**src/rtl/ir_point_motion_inactivity_monitor_assert.svh**
```systemverilog
// Assertion macros shared by the monitor RTL.
`ifndef IR_POINT_MOTION_INACTIVITY_MONITOR_ASSERT_SVH
`define IR_POINT_MOTION_INACTIVITY_MONITOR_ASSERT_SVH

// Same-cycle implication, disabled while reset is asserted.
`define IPM_ASSERT_IMPL(label, clk, rst_n, ante, cons) \
    label: assert property (@(posedge clk) disable iff (!(rst_n)) (ante) |-> (cons)) \
        else $error("ipm assertion failed");

// Next-cycle implication, disabled while reset is asserted.
`define IPM_ASSERT_NEXT(label, clk, rst_n, ante, cons) \
    label: assert property (@(posedge clk) disable iff (!(rst_n)) (ante) |=> (cons)) \
        else $error("ipm assertion failed");

`endif

```
**src/rtl/ipm_pkg.sv**
```systemverilog
package ipm_pkg;

    // Geometry of the request fields.
    localparam int FIELD_SOURCES = 4;
    localparam int FIELD_COORD   = 10;
    localparam int THR_W         = 11;
    localparam int THR_SQ_W      = 22;
    localparam int WLEN_W        = 8;
    localparam int TICK_W        = 16;
    localparam int CNT_W         = 3;
    localparam int CFG_IDX_W     = 2;
    localparam int CFG_DATA_W    = 16;

    localparam logic [TICK_W-1:0] IDLE_MAX = '1;

    // Register reset values.
    localparam logic [THR_W-1:0]  SHORT_THR_RST = 11'd5;
    localparam logic [THR_W-1:0]  LONG_THR_RST  = 11'd30;
    localparam logic [WLEN_W-1:0] WLEN_RST      = 8'd20;
    localparam logic [TICK_W-1:0] WARN_RST      = 16'd600;

    typedef enum logic [CFG_IDX_W-1:0] {
        REG_SHORT_THR = 2'd0,
        REG_LONG_THR  = 2'd1,
        REG_WLEN      = 2'd2,
        REG_WARN      = 2'd3
    } t_cfg_reg;

    typedef enum logic {
        FUNC_REPORT = 1'b0,
        FUNC_TICK   = 1'b1
    } t_func;

    typedef struct packed {
        logic                   func;
        logic [3:0]             valid_mask;
        logic [FIELD_COORD-1:0] src0_x;
        logic [FIELD_COORD-1:0] src0_y;
        logic [FIELD_COORD-1:0] src1_x;
        logic [FIELD_COORD-1:0] src1_y;
        logic [FIELD_COORD-1:0] src2_x;
        logic [FIELD_COORD-1:0] src2_y;
        logic [FIELD_COORD-1:0] src3_x;
        logic [FIELD_COORD-1:0] src3_y;
    } t_in_item;

    typedef struct packed {
        logic             moving;
        logic             warned;
        logic             warn_start;
        logic [CNT_W-1:0] source_count;
    } t_out_item;

    // Status handed from the merge stage to the controller.
    typedef struct packed {
        logic             have;
        logic [CNT_W-1:0] count;
    } t_pick_stat;

    typedef enum logic [3:0] {
        S_IDLE,
        S_RDIST,
        S_RPICK,
        S_RUPD,
        S_TDIST,
        S_TACC,
        S_WCHK,
        S_DIV,
        S_ADIST,
        S_AUPD,
        S_FIN
    } t_state;

endpackage

```
**src/rtl/ipm_lane.sv**
```systemverilog
module ipm_lane
    import ipm_pkg::*;
#(
    parameter int CW = 10
) (
    input  logic              i_clk,
    input  logic [CW-1:0]     i_tx,
    input  logic [CW-1:0]     i_ty,
    input  logic [CW-1:0]     i_sx,
    input  logic [CW-1:0]     i_sy,
    input  logic              i_valid,
    output logic [2*CW:0]     o_dist,
    output logic [CW-1:0]     o_x,
    output logic [CW-1:0]     o_y,
    output logic              o_valid
);

    logic [CW-1:0]   dx;
    logic [CW-1:0]   dy;
    logic [2*CW-1:0] sqx;
    logic [2*CW-1:0] sqy;
    logic [2*CW:0]   r_dist;
    logic [CW-1:0]   r_x;
    logic [CW-1:0]   r_y;
    logic            r_valid;

    // Squared distance from the tracked point to this source.
    assign dx  = (i_tx > i_sx) ? (i_tx - i_sx) : (i_sx - i_tx);
    assign dy  = (i_ty > i_sy) ? (i_ty - i_sy) : (i_sy - i_ty);
    assign sqx = (2*CW)'(dx) * (2*CW)'(dx);
    assign sqy = (2*CW)'(dy) * (2*CW)'(dy);

    // Lane result register.
    always_ff @(posedge i_clk) begin
        r_dist  <= {1'b0, sqx} + {1'b0, sqy};
        r_x     <= i_sx;
        r_y     <= i_sy;
        r_valid <= i_valid;
    end

    assign o_dist  = r_dist;
    assign o_x     = r_x;
    assign o_y     = r_y;
    assign o_valid = r_valid;

endmodule

```
**src/rtl/ipm_merge.sv**
```systemverilog
module ipm_merge
    import ipm_pkg::*;
#(
    parameter int NL = 4,
    parameter int CW = 10
) (
    input  logic                       i_clk,
    input  logic [NL-1:0][2*CW:0]      i_dist,
    input  logic [NL-1:0][CW-1:0]      i_x,
    input  logic [NL-1:0][CW-1:0]      i_y,
    input  logic [NL-1:0]              i_valid,
    output logic [CW-1:0]              o_x,
    output logic [CW-1:0]              o_y,
    output t_pick_stat                 o_stat
);

    logic [2*CW:0] best_d;
    logic [CW-1:0] best_x;
    logic [CW-1:0] best_y;
    logic          have;
    logic [CNT_W-1:0] count;
    logic [CW-1:0] r_x;
    logic [CW-1:0] r_y;
    t_pick_stat    r_stat;

    // Nearest valid source; a strict compare keeps the lowest lane on a tie.
    always_comb begin
        best_d = '0;
        best_x = '0;
        best_y = '0;
        have   = 1'b0;
        count  = '0;
        for (int n = 0; n < NL; n++) begin
            if (i_valid[n]) begin
                count = count + 1'b1;
                if (!have || (i_dist[n] < best_d)) begin
                    have   = 1'b1;
                    best_d = i_dist[n];
                    best_x = i_x[n];
                    best_y = i_y[n];
                end
            end
        end
    end

    // Merge result register.
    always_ff @(posedge i_clk) begin
        r_x          <= best_x;
        r_y          <= best_y;
        r_stat.have  <= have;
        r_stat.count <= count;
    end

    assign o_x    = r_x;
    assign o_y    = r_y;
    assign o_stat = r_stat;

endmodule

```
**src/rtl/ipm_div.sv**
```systemverilog
module ipm_div
    import ipm_pkg::*;
#(
    parameter int NUM_W = 18
) (
    input  logic              i_clk,
    input  logic              i_rst_n,
    input  logic              i_start,
    input  logic [NUM_W-1:0]  i_num,
    input  logic [WLEN_W-1:0] i_den,
    output logic              o_busy,
    output logic [NUM_W-1:0]  o_quo
);

    localparam int CNT_BITS = $clog2(NUM_W + 1);

    logic [CNT_BITS-1:0] r_cnt;
    logic [NUM_W-1:0]    r_num;
    logic [NUM_W-1:0]    r_quo;
    logic [WLEN_W:0]     r_rem;
    logic [WLEN_W-1:0]   r_den;
    logic [WLEN_W:0]     rem_sh;
    logic                fits;

    // One restoring step: shift in the next dividend bit and try to subtract.
    assign rem_sh = {r_rem[WLEN_W-1:0], r_num[NUM_W-1]};
    assign fits   = rem_sh >= {1'b0, r_den};

    // Iteration counter.
    always_ff @(posedge i_clk) begin
        if (!i_rst_n) begin
            r_cnt <= '0;
        end else if (i_start) begin
            r_cnt <= CNT_BITS'(NUM_W);
        end else if (r_cnt != '0) begin
            r_cnt <= r_cnt - 1'b1;
        end
    end

    // Partial remainder and quotient bits.
    always_ff @(posedge i_clk) begin
        if (i_start) begin
            r_num <= i_num;
            r_den <= i_den;
            r_rem <= '0;
            r_quo <= '0;
        end else if (r_cnt != '0) begin
            r_num <= {r_num[NUM_W-2:0], 1'b0};
            r_rem <= fits ? (rem_sh - {1'b0, r_den}) : rem_sh;
            r_quo <= {r_quo[NUM_W-2:0], fits};
        end
    end

    assign o_busy = (r_cnt != '0);
    assign o_quo  = r_quo;

endmodule

```
**src/rtl/ir_point_motion_inactivity_monitor.sv**
```systemverilog
// IR point motion and inactivity monitor. For an IR report (func 0), one lane
// per light source computes the squared distance to the tracked point, a merge
// stage picks the nearest valid source and counts the valid ones, and the
// controller updates the tracked point. A sample tick (func 1) that closes an
// averaging window runs the bit-serial dividers, which form the window average
// one quotient bit per cycle. The input stays stalled until a request is done.
// One result request follows each tick and none follows a report. A finished
// result waits in an output register while the next request is taken; a tick
// holds in its last cycle while the previous result is still stalled.
// Inactivity is counted in ticks.
module ir_point_motion_inactivity_monitor
    import ipm_pkg::*;
#(
    parameter int SOURCES    = 4,
    parameter int COORD_BITS = 10
) (
    input  logic                  i_clk,
    input  logic                  i_rst_n,
    input  logic                  i_in_valid,
    output logic                  o_in_stall,
    input  t_in_item              i_in_data,
    output logic                  o_out_valid,
    input  logic                  i_out_stall,
    output t_out_item             o_out_data,
    input  logic                  i_cfg_we,
    input  logic [CFG_IDX_W-1:0]  i_cfg_index,
    input  logic [CFG_DATA_W-1:0] i_cfg_wdata
);

`include "ir_point_motion_inactivity_monitor_assert.svh"

    localparam int NL   = (SOURCES < FIELD_SOURCES) ? SOURCES : FIELD_SOURCES;
    localparam int CW   = (COORD_BITS < FIELD_COORD) ? COORD_BITS : FIELD_COORD;
    localparam int DW   = 2 * CW + 1;
    localparam int SW   = CW + WLEN_W;
    localparam int CMPW = (DW > THR_SQ_W) ? DW : THR_SQ_W;

    // Configuration registers and squared thresholds.
    logic [THR_W-1:0]    r_short;
    logic [THR_W-1:0]    r_long;
    logic [WLEN_W-1:0]   r_wlen;
    logic [TICK_W-1:0]   r_warn_ticks;
    logic [THR_SQ_W-1:0] r_st_sq;
    logic [THR_SQ_W-1:0] r_lt_sq;

    // Controller and tracking state.
    t_state            r_state;
    t_state            n_state;
    t_in_item          r_item;
    logic [CW-1:0]     r_tx;
    logic [CW-1:0]     r_ty;
    logic              r_fresh;
    logic [CNT_W-1:0]  r_latched;
    logic [CW-1:0]     r_px;
    logic [CW-1:0]     r_py;
    logic              r_long_mv;
    logic [SW-1:0]     r_sum_x;
    logic [SW-1:0]     r_sum_y;
    logic [WLEN_W-1:0] r_wc;
    logic [CW-1:0]     r_pax;
    logic [CW-1:0]     r_pay;
    logic [TICK_W-1:0] r_idle;
    logic              r_warn;
    logic              r_is_moving;
    logic [DW-1:0]     r_dist;
    logic              r_out_valid;
    t_out_item         r_out;

    // Lane and merge signals.
    logic [FIELD_SOURCES-1:0][FIELD_COORD-1:0] src_x;
    logic [FIELD_SOURCES-1:0][FIELD_COORD-1:0] src_y;
    logic [NL-1:0][DW-1:0] lane_dist;
    logic [NL-1:0][CW-1:0] lane_x;
    logic [NL-1:0][CW-1:0] lane_y;
    logic [NL-1:0]         lane_valid;
    logic [CW-1:0]         pick_x;
    logic [CW-1:0]         pick_y;
    t_pick_stat            pick_stat;

    // Divider and shared distance signals.
    logic              div_start;
    logic              div_busy_x;
    logic              div_busy_y;
    logic [SW-1:0]     quo_x;
    logic [SW-1:0]     quo_y;
    logic [WLEN_W-1:0] wlen_eff;
    logic [CW-1:0]     da_x;
    logic [CW-1:0]     da_y;
    logic [CW-1:0]     db_x;
    logic [CW-1:0]     db_y;
    logic [CW-1:0]     dx;
    logic [CW-1:0]     dy;
    logic [2*CW-1:0]   sqx;
    logic [2*CW-1:0]   sqy;
    logic              d_gt_st;
    logic              d_gt_lt;

    // Finishing step of a tick.
    logic              out_free;
    logic              out_write;
    logic              both;
    logic [TICK_W-1:0] idle_next;
    logic              warn_kept;
    logic              warn_rise;

    // Configuration writes.
    always_ff @(posedge i_clk) begin
        if (!i_rst_n) begin
            r_short      <= SHORT_THR_RST;
            r_long       <= LONG_THR_RST;
            r_wlen       <= WLEN_RST;
            r_warn_ticks <= WARN_RST;
        end else if (i_cfg_we) begin
            case (i_cfg_index)
                REG_SHORT_THR: r_short      <= i_cfg_wdata[THR_W-1:0];
                REG_LONG_THR:  r_long       <= i_cfg_wdata[THR_W-1:0];
                REG_WLEN:      r_wlen       <= i_cfg_wdata[WLEN_W-1:0];
                REG_WARN:      r_warn_ticks <= i_cfg_wdata[TICK_W-1:0];
                default:       r_short      <= r_short;
            endcase
        end
    end

    // Squared thresholds are registered and follow the registers in the next cycle.
    always_ff @(posedge i_clk) begin
        r_st_sq <= THR_SQ_W'(r_short) * THR_SQ_W'(r_short);
        r_lt_sq <= THR_SQ_W'(r_long) * THR_SQ_W'(r_long);
    end

    // Source coordinates as arrays for the lanes.
    assign src_x = {r_item.src3_x, r_item.src2_x, r_item.src1_x, r_item.src0_x};
    assign src_y = {r_item.src3_y, r_item.src2_y, r_item.src1_y, r_item.src0_y};

    // One lane per source.
    for (genvar n = 0; n < NL; n++) begin : g_lane
        ipm_lane #(
            .CW(CW)
        ) u_lane (
            .i_clk   (i_clk),
            .i_tx    (r_tx),
            .i_ty    (r_ty),
            .i_sx    (src_x[n][CW-1:0]),
            .i_sy    (src_y[n][CW-1:0]),
            .i_valid (r_item.valid_mask[n]),
            .o_dist  (lane_dist[n]),
            .o_x     (lane_x[n]),
            .o_y     (lane_y[n]),
            .o_valid (lane_valid[n])
        );
    end

    ipm_merge #(
        .NL(NL),
        .CW(CW)
    ) u_merge (
        .i_clk   (i_clk),
        .i_dist  (lane_dist),
        .i_x     (lane_x),
        .i_y     (lane_y),
        .i_valid (lane_valid),
        .o_x     (pick_x),
        .o_y     (pick_y),
        .o_stat  (pick_stat)
    );

    // Window average, one divider per axis.
    ipm_div #(
        .NUM_W(SW)
    ) u_div_x (
        .i_clk   (i_clk),
        .i_rst_n (i_rst_n),
        .i_start (div_start),
        .i_num   (r_sum_x),
        .i_den   (r_wc),
        .o_busy  (div_busy_x),
        .o_quo   (quo_x)
    );

    ipm_div #(
        .NUM_W(SW)
    ) u_div_y (
        .i_clk   (i_clk),
        .i_rst_n (i_rst_n),
        .i_start (div_start),
        .i_num   (r_sum_y),
        .i_den   (r_wc),
        .o_busy  (div_busy_y),
        .o_quo   (quo_y)
    );

    // Shared distance unit: tracked against previous sample, or new average
    // against previous average.
    always_comb begin
        if (r_state == S_ADIST) begin
            da_x = quo_x[CW-1:0];
            da_y = quo_y[CW-1:0];
            db_x = r_pax;
            db_y = r_pay;
        end else begin
            da_x = r_tx;
            da_y = r_ty;
            db_x = r_px;
            db_y = r_py;
        end
    end

    assign dx  = (da_x > db_x) ? (da_x - db_x) : (db_x - da_x);
    assign dy  = (da_y > db_y) ? (da_y - db_y) : (db_y - da_y);
    assign sqx = (2*CW)'(dx) * (2*CW)'(dx);
    assign sqy = (2*CW)'(dy) * (2*CW)'(dy);

    always_ff @(posedge i_clk) begin
        r_dist <= {1'b0, sqx} + {1'b0, sqy};
    end

    assign d_gt_st  = CMPW'(r_dist) > CMPW'(r_st_sq);
    assign d_gt_lt  = CMPW'(r_dist) > CMPW'(r_lt_sq);
    assign wlen_eff = (r_wlen == '0) ? WLEN_W'(1) : r_wlen;

    // Idle counting and warning for the tick being finished.
    assign both      = r_is_moving && r_long_mv;
    assign idle_next = both ? '0 : ((r_idle != IDLE_MAX) ? (r_idle + 1'b1) : r_idle);
    assign warn_kept = both ? 1'b0 : r_warn;
    assign warn_rise = !warn_kept && (idle_next > r_warn_ticks);
    assign out_free  = !r_out_valid || !i_out_stall;

    // State register.
    always_ff @(posedge i_clk) begin
        if (!i_rst_n) begin
            r_state <= S_IDLE;
        end else begin
            r_state <= n_state;
        end
    end

    // Next state and control strobes.
    always_comb begin
        n_state    = r_state;
        div_start  = 1'b0;
        out_write  = 1'b0;
        o_in_stall = 1'b1;
        case (r_state)
            S_IDLE: begin
                o_in_stall = 1'b0;
                if (i_in_valid) begin
                    n_state = (i_in_data.func == FUNC_TICK) ? S_TDIST : S_RDIST;
                end
            end
            S_RDIST: n_state = S_RPICK;
            S_RPICK: n_state = S_RUPD;
            S_RUPD:  n_state = S_IDLE;
            S_TDIST: n_state = S_TACC;
            S_TACC:  n_state = S_WCHK;
            S_WCHK: begin
                if (r_wc >= wlen_eff) begin
                    div_start = 1'b1;
                    n_state   = S_DIV;
                end else begin
                    n_state = S_FIN;
                end
            end
            S_DIV: begin
                if (!div_busy_x && !div_busy_y) begin
                    n_state = S_ADIST;
                end
            end
            S_ADIST: n_state = S_AUPD;
            S_AUPD:  n_state = S_FIN;
            S_FIN: begin
                if (out_free) begin
                    out_write = 1'b1;
                    n_state   = S_IDLE;
                end
            end
            default: n_state = S_IDLE;
        endcase
    end

    // Captured request.
    always_ff @(posedge i_clk) begin
        if (i_in_valid && !o_in_stall) begin
            r_item <= i_in_data;
        end
    end

    // Tracking, window and inactivity state.
    always_ff @(posedge i_clk) begin
        if (!i_rst_n) begin
            r_tx        <= '0;
            r_ty        <= '0;
            r_fresh     <= 1'b0;
            r_latched   <= '0;
            r_px        <= '0;
            r_py        <= '0;
            r_long_mv   <= 1'b0;
            r_sum_x     <= '0;
            r_sum_y     <= '0;
            r_wc        <= '0;
            r_pax       <= '0;
            r_pay       <= '0;
            r_idle      <= '0;
            r_warn      <= 1'b0;
            r_is_moving <= 1'b0;
        end else begin
            case (r_state)
                // Report: latch the count while no fix is pending, take the pick.
                S_RUPD: begin
                    if (!r_fresh) begin
                        r_latched <= pick_stat.count;
                    end
                    if (pick_stat.have) begin
                        r_tx    <= pick_x;
                        r_ty    <= pick_y;
                        r_fresh <= 1'b1;
                    end
                end
                // Tick: short-term test, long jump restart and accumulation.
                S_TACC: begin
                    r_is_moving <= 1'b0;
                    if (r_fresh) begin
                        r_fresh <= 1'b0;
                        r_px    <= r_tx;
                        r_py    <= r_ty;
                        if (!r_long_mv && d_gt_lt) begin
                            r_long_mv <= 1'b1;
                            r_sum_x   <= SW'(r_tx);
                            r_sum_y   <= SW'(r_ty);
                            r_wc      <= WLEN_W'(1);
                        end else begin
                            r_is_moving <= d_gt_st;
                            r_sum_x     <= r_sum_x + SW'(r_tx);
                            r_sum_y     <= r_sum_y + SW'(r_ty);
                            r_wc        <= r_wc + 1'b1;
                        end
                    end
                end
                // Window closed: compare averages and restart the window.
                S_AUPD: begin
                    r_long_mv <= d_gt_lt;
                    r_pax     <= quo_x[CW-1:0];
                    r_pay     <= quo_y[CW-1:0];
                    r_sum_x   <= '0;
                    r_sum_y   <= '0;
                    r_wc      <= '0;
                end
                S_FIN: begin
                    if (out_write) begin
                        r_idle <= idle_next;
                        r_warn <= warn_kept || warn_rise;
                    end
                end
                default: r_idle <= r_idle;
            endcase
        end
    end

    // Output register.
    always_ff @(posedge i_clk) begin
        if (!i_rst_n) begin
            r_out_valid <= 1'b0;
        end else if (out_write) begin
            r_out_valid <= 1'b1;
        end else if (!i_out_stall) begin
            r_out_valid <= 1'b0;
        end
    end

    always_ff @(posedge i_clk) begin
        if (out_write) begin
            r_out.moving       <= both;
            r_out.warned       <= warn_kept || warn_rise;
            r_out.warn_start   <= warn_rise;
            r_out.source_count <= r_latched;
        end
    end

    assign o_out_valid = r_out_valid;
    assign o_out_data  = r_out;

    // Accepted request keeps the input stalled in the next cycle.
    `IPM_ASSERT_NEXT(a_busy_after_accept, i_clk, i_rst_n, i_in_valid && !o_in_stall, o_in_stall)
    // The divider never starts on an empty window.
    `IPM_ASSERT_IMPL(a_div_nonzero, i_clk, i_rst_n, div_start, r_wc != '0)
    // A pending fix is consumed by every tick.
    `IPM_ASSERT_NEXT(a_fix_consumed, i_clk, i_rst_n, r_state == S_TACC, !r_fresh)
    // A warning start is always reported together with the warning.
    `IPM_ASSERT_IMPL(a_start_warned, i_clk, i_rst_n, o_out_valid && o_out_data.warn_start,
        o_out_data.warned)
    // A result is written only into a free output register.
    `IPM_ASSERT_IMPL(a_out_free, i_clk, i_rst_n, out_write, !r_out_valid || !i_out_stall)

endmodule
```
**config.mk**
```make
export PLATFORM = sky130hd
export DESIGN_NAME = ir_point_motion_inactivity_monitor
export DESIGN_NICKNAME = d
export VERILOG_FILES = /design/src/rtl/ipm_pkg.sv /design/src/rtl/ipm_lane.sv /design/src/rtl/ipm_merge.sv /design/src/rtl/ipm_div.sv /design/src/rtl/ir_point_motion_inactivity_monitor.sv
export VERILOG_INCLUDE_DIRS = /design/src /design/src/rtl
export SDC_FILE = /design/constraint.sdc
export NUM_CORES = 2
export LEC_CHECK = 0
export BUFFER_PORTS_ARGS = -buffer_cell sky130_fd_sc_hd__buf_2
export CAP_MARGIN = 20
export CORE_MARGIN = 2
export CORE_UTILIZATION = 45
export CTS_CLUSTER_DIAMETER = 150
export DETAILED_ROUTE_END_ITERATION = 16
export GPL_ROUTABILITY_DRIVEN = 0
export MAX_ROUTING_LAYER = met4
export PLACE_DENSITY = 0.67
export SETUP_SLACK_MARGIN = 0.4
export SLEW_MARGIN = 5
export SYNTH_ARGS = -nofsm -noshare
export SYNTH_HDL_FRONTEND = slang
export SYNTH_SLANG_ARGS = --single-unit
```
**constraint.sdc**
```tcl
create_clock -name i_clk -period 12.42 [get_ports i_clk]
set_input_delay 0 -clock i_clk [delete_from_list [all_inputs] [get_ports i_clk]]
set_output_delay 0 -clock i_clk [all_outputs]
set_load 0.01 [all_outputs]
```
* After elaboration in Yosys (flattened, before gate mapping)
Index checks and enable logic that the tools add are counted.
** Operators by class
- $lt $le $gt $ge :: 19
- Multiplexer cells :: 87
- Reduce and logical (&&, ||, !) cells :: 41
- Add/sub/neg operators :: 36
- Bitwise operators :: 2
- $mul :: 12
- Equal/unequal tests :: 21
** Operator list (number)
- 10-bit two-way mux :: 28
- 10-bit by 10-bit multiplier with 20-bit output :: 10
- 10-bit subtractor :: 20
- 18-bit two-way mux :: 8
- 20-bit by 20-bit adder with 21-bit output :: 5
- 21-bit two-way mux :: 5
- 10-bit greater-than comparator :: 10
- 18-bit one-hot mux with 2 select lines :: 2
- 21-bit less-than comparator :: 3
- 21-bit by 22-bit greater-than comparator with 1-bit output :: 2
- 11-bit by 11-bit multiplier with 22-bit output :: 2
- 8-bit two-way mux :: 5
- 4-bit one-hot mux with 10 select lines :: 1
- 18-bit by 10-bit adder with 18-bit output :: 2
- 16-bit two-way mux :: 2
- 1-bit two-way mux :: 21
- 5-bit two-way mux :: 4
- 2-bit AND reduction :: 10
- 9-bit by 8-bit >= comparator with 1-bit output :: 2
- 16-bit by 1-bit adder with 16-bit output (second input constant) :: 1
- 4-bit by 3-bit == test with 1-bit output (second input constant) :: 4
- 16-bit greater-than comparator :: 1
- 4-bit two-way mux :: 4
- 16-bit != test (second input constant) :: 1
- 27 further kinds :: 65
** Word-level totals
- Word-level logic and storage cells :: 286
- Bits in registers :: 615
- Input bits :: 108
- Output and inout port bits :: 8

* Depth between registers and ports, before layout
- Depth in word-level cells :: 13
- Depth in mapped cells :: 42

* Hierarchy
Synthesis repeated with hierarchy kept, for this count alone.
** Unflattened totals
- Cells, all modules :: 7575
- Area total of the unflattened synthesis :: 70348.7 um^2
** By module, submodules not included
- ir_point_motion_inactivity_monitor :: instances 1, cells an instance 3000, seq. area each 7527.2 um^2, area an instance 27881.7 um^2
- ipm_lane (g_lane[1].u_lane ...) :: instances 2, cells an instance 904, seq. area each 840.8 um^2, area an instance 8348.0 um^2
- ipm_lane (g_lane[0].u_lane) :: instances 1, cells an instance 952, seq. area each 840.8 um^2, area an instance 8698.3 um^2
- ipm_lane (g_lane[3].u_lane) :: instances 1, cells an instance 899, seq. area each 840.8 um^2, area an instance 8343.0 um^2
- ipm_div :: instances 2, cells an instance 257, seq. area each 1401.3 um^2, area an instance 2696.3 um^2
- ipm_merge :: instances 1, cells an instance 402, seq. area each 480.5 um^2, area an instance 3337.0 um^2

* Least setup slack after synthesis
No wires, ideal clock.
- Path type :: flip-flop to flip-flop
- From :: reg r_state[3]
- To :: reg r_dist[18]
- Clock period less this slack :: 9.804 ns
- Arrival :: 9.732 ns
- Slack :: 2.616 ns
- Library setup time :: 0.072 ns
- Stages on the path, launching flop included :: 38
- Cells stage by stage :: dfxtp_1 -> clkbuf_1 -> nand2b_1 -> nor3_1 -> clkbuf_1 -> mux2i_1 -> inv_1 -> ha_1 -> fa_1 -> nand2b_1 -> a31oi_4 -> o22ai_4 -> a21o_1 -> buf_4 -> a211o_1 -> a311oi_2 -> o21ai_1 -> xnor2_1 -> [... 2 more ...] -> fa_1 -> fa_1 -> inv_1 -> fa_1 -> inv_1 -> fa_1 -> fa_1 -> fa_1 -> fa_1 -> ha_1 -> or3_1 -> o211ai_1 -> nand3_1 -> a31oi_1 -> nor2b_1 -> o21ai_0 -> nor2b_1 -> xnor2_1
** Between the ends
- Longest elaborated chain between the ends :: 6
- Elaborated cells between the ends (all ways) :: 16
- Classes of those cells :: add/sub (5); mul (2); order compare (2); eq/ne (1); mux (6)
** Ends and longest elaborated chain
- from (decl) :: line ir_point_motion_inactivity_monitor.sv:47 : t_state r_state;
- from (signal assigned) :: line ir_point_motion_inactivity_monitor.sv:232 : r_state <= n_state;
- 4-bit == test * :: line ir_point_motion_inactivity_monitor.sv:194 : if (r_state == S_ADIST) begin
- 10-bit two-way mux :: line ir_point_motion_inactivity_monitor.sv:194
- 10-bit subtractor (tied with other cells) :: line ir_point_motion_inactivity_monitor.sv:207 : assign dx = (da_x > db_x) ? (da_x - db_x) : (db_x - da_x);
- 10-bit two-way mux (on tied branches) :: line ir_point_motion_inactivity_monitor.sv:207, ir_point_motion_inactivity_monitor.sv:208
- 10-bit by 10-bit multiplier with 20-bit output (on tied branches) :: line ir_point_motion_inactivity_monitor.sv:209, ir_point_motion_inactivity_monitor.sv:210
- 20-bit by 20-bit adder with 21-bit output * :: line ir_point_motion_inactivity_monitor.sv:213 : r_dist <= {1'b0, sqx} + {1'b0, sqy};
- to (signal assigned) :: line ir_point_motion_inactivity_monitor.sv:213
- to (decl) :: line ir_point_motion_inactivity_monitor.sv:65 : logic [DW-1:0] r_dist;
Mark *: on every way between the ends. The rest lies on a longest branch, timed or not.
A chain may end at the register's enable or synchronous reset.

* Worst setup path in the final report
Same ends and word-level chain as after synthesis.

==> results.yml <==
outcome:
  outcome: "completed"
grt:
  grt.total_usage: 0.238
  antenna_found_initial: 5
  grt_pass1_wl_mm: 280
  grt_pass1_vias: 52600
  grt-ovfl-total: 0
  grt_max_degree: 94
timing:
  fin_crit_ns: 10.54
  max_slew_margin: 0.239
  slew_viol_final: 0
  fmax_mhz: 94.8
  fin_skew_ns: 0.0368
  fin_tns_setup_ns: 0
  rsz0062_at_grt: "false"
  fin_crit_sh: 0.849
  tightest_slew_ns: 1.14
  finalHoldViolCount: 0
  setup_violations: 0
synthesis:
  avgSynthCellArea_um2: 9.22
  async_reset_ff_frac: 0
  yosysUniqueCellTypes: 101
  synthTopCellsByArea: "fa_1 24%, ha_1 17%, dfxtp_1 14%"
  syn_area_um2: 67300
  yosysWarningCount: 0
  yosysTopAreaCellShare: 0.239
  syn_inst: 7298
  ys.flop_type: "dfxtp_1"
  synth_edf_count: 134
  yosysTopAreaCell: "fa_1"
  synth_seq_cells: 613
  ys_seq_area_frac: 0.202
  synth_fp_nets: 9099
worst_setup_path:
  start_kind: "register"
  end_kind: "register"
  worstSetupPathType: "reg -> reg"
  crit_fanout: 41
  worst_path_largest_cell_delay_ns: 0.56
  arrival_ns: 11.15
  crit_required_ns: 13.02
  cpMaxStageDelayCell: "fa_1"
  crit_top_cell: "fa_1"
route:
  vias_per_cell: 5.32
  dr.pass1.iters: 6
  drc: 0
  routedWlPerCell_um: 18.3
  via_count: 50400
  wirelength_mm: 174
  dr.first_iter.drc_count: 3482
  antenna_left: 0
cts:
  clkTransAtPathRegs_ns: 0.06
  clockBufferDepth: 3
  root_buffer: "clkbuf_16"
  cts_tree: "built"
  post-cts-setup-buffer-count: 0
  clk_latency_ns: 0.68
  numCtsBuffers: 70
  clock_sinks: 613
  cts.htree.levels: 3
  cts_hold_buf: 120
  cts_resized: 0
finish:
  final_cell_mix: "1354 x inv_1, 888 x ha_1, 805 x fa_1, 622 x nand2_1, 522 x nor2_1"
  final_common_cell: "inv_1"
  layout-drive-gt1-share: 0.0753
  area_growth_pct: 9.89
  final_nets: 9298
floorplan:
  start_util: 0.454
  num_rows: 141
  coreArea_um2: 148000
  dieArea_um2: 153000
  die_w_um: 391
  ios: 116
  die_h_um: 391
flow_run:
  cap_viol_max_count: 0
placement:
  portBuffers: 115
  hpwl_mm: 139
hold_path:
  hold_class: "in -> reg"
-- cell families after synthesis --
| family | count (synthesis) | synth area share |
|---|---|---|
| AOI/OAI and AO/OA | 1065 | 0.103 |
| DFF | 613 | 0.202 |
| xor gates and xnor gates | 305 | 0.0401 |
| buffers and inverters | 1561 | 0.0879 |
| muxes | 204 | 0.0335 |
| and+or+nand+nor | 1857 | 0.129 |
| adders and majority gates | 1693 | 0.405 |
-- critical path, delay by kind of cell (launching register included) --
kind                     cells  cell delay (ns)
AND/OR/NAND/NOR              9             1.73
adder cells (fa/ha/maj)     10             4.38
flip-flops                   1             0.53
multiplexers                 1             0.30
AO/OA/AOI/OAI                9             1.97
buffers and inverters        5             0.97
XOR/XNOR                     2             0.54
-- final cells by class --
class	instances	area (um^2)
diodes	1	2.50
clock buffers	93	2060
clock inverters	37	402
fillers	13600	74200
inverters	1358	5100
multi-input cells	5124	47900
flip-flops and latches	613	13600
well taps	1930	2410
repair buffers	330	2500
-- cells in the mapped netlist, drive strengths merged (35+ instances only) --
master  instances
a21boi        132
a21o          121
a21oi         293
and2          103
and3           35
clkbuf        169
dfxtp         479
edfxtp        134
fa            805
ha            888
inv          1357
mux2          109
mux2i          95
nand2         622
nand2b         78
nand3          86
nand4          46
nor2          524
nor2b          81
nor3          105
o21ai         223
or2            79
xnor2         219
xor2           86
-- through the flow --
step | hold slack (ns) | cell area (um^2) | instances | setup slack [ns] | utilization
2_1_floorplan | 0.0989 | 67300 | 7298 | 2.62 | -
3_3_place_gp | 0.176 | 70300 | 9234 | 2.12 | 0.474
3_5_place_dp | 0.178 | 70300 | 9234 | 1.96 | 0.474
4_1_cts | 0.0197 | 73900 | 9484 | 1.94 | 0.499
5_1_grt | 0.0225 | 74000 | 9486 | 1.18 | 0.499
6_report | 0.0510 | 74000 | 9486 | 1.88 | 0.499
-- state kept, by name (all words and copies together) (netlist names), 21 cells and up --
register and flops:
g_lane.u_lane.o_y 40, r_item 84, r_dist 21, g_lane.u_lane.o_dist 84
r_lt_sq 21, g_lane.u_lane.o_x 40, r_st_sq 21
-- routing by layer --
metal  vias up  GRT usage  share of wire
li1      24000          -              -
met1     24800      0.296           0.42
met2      1386      0.399           0.48
met3       320     0.0262          0.051
met4         0     0.0895          0.041
met5         -          -              0
-- final timing paths --
check | startpoint | end | slack (ns) | depth (start not counted)
worst min register to register | r_item[80] | g_lane[0].u_lane.o_valid | 0.34 | 0
worst max register to register | r_state[3] | r_dist[18] | 1.88 | 36
worst min-delay path | i_in_data[32] | r_item[32] | 0.05 | 2
worst max-delay path | r_state[3] | r_dist[18] | 1.88 | 36
Power is left out: the tool's default activity adds up to more than one toggle a clock period on the data nets, which glitch-free logic cannot reach.
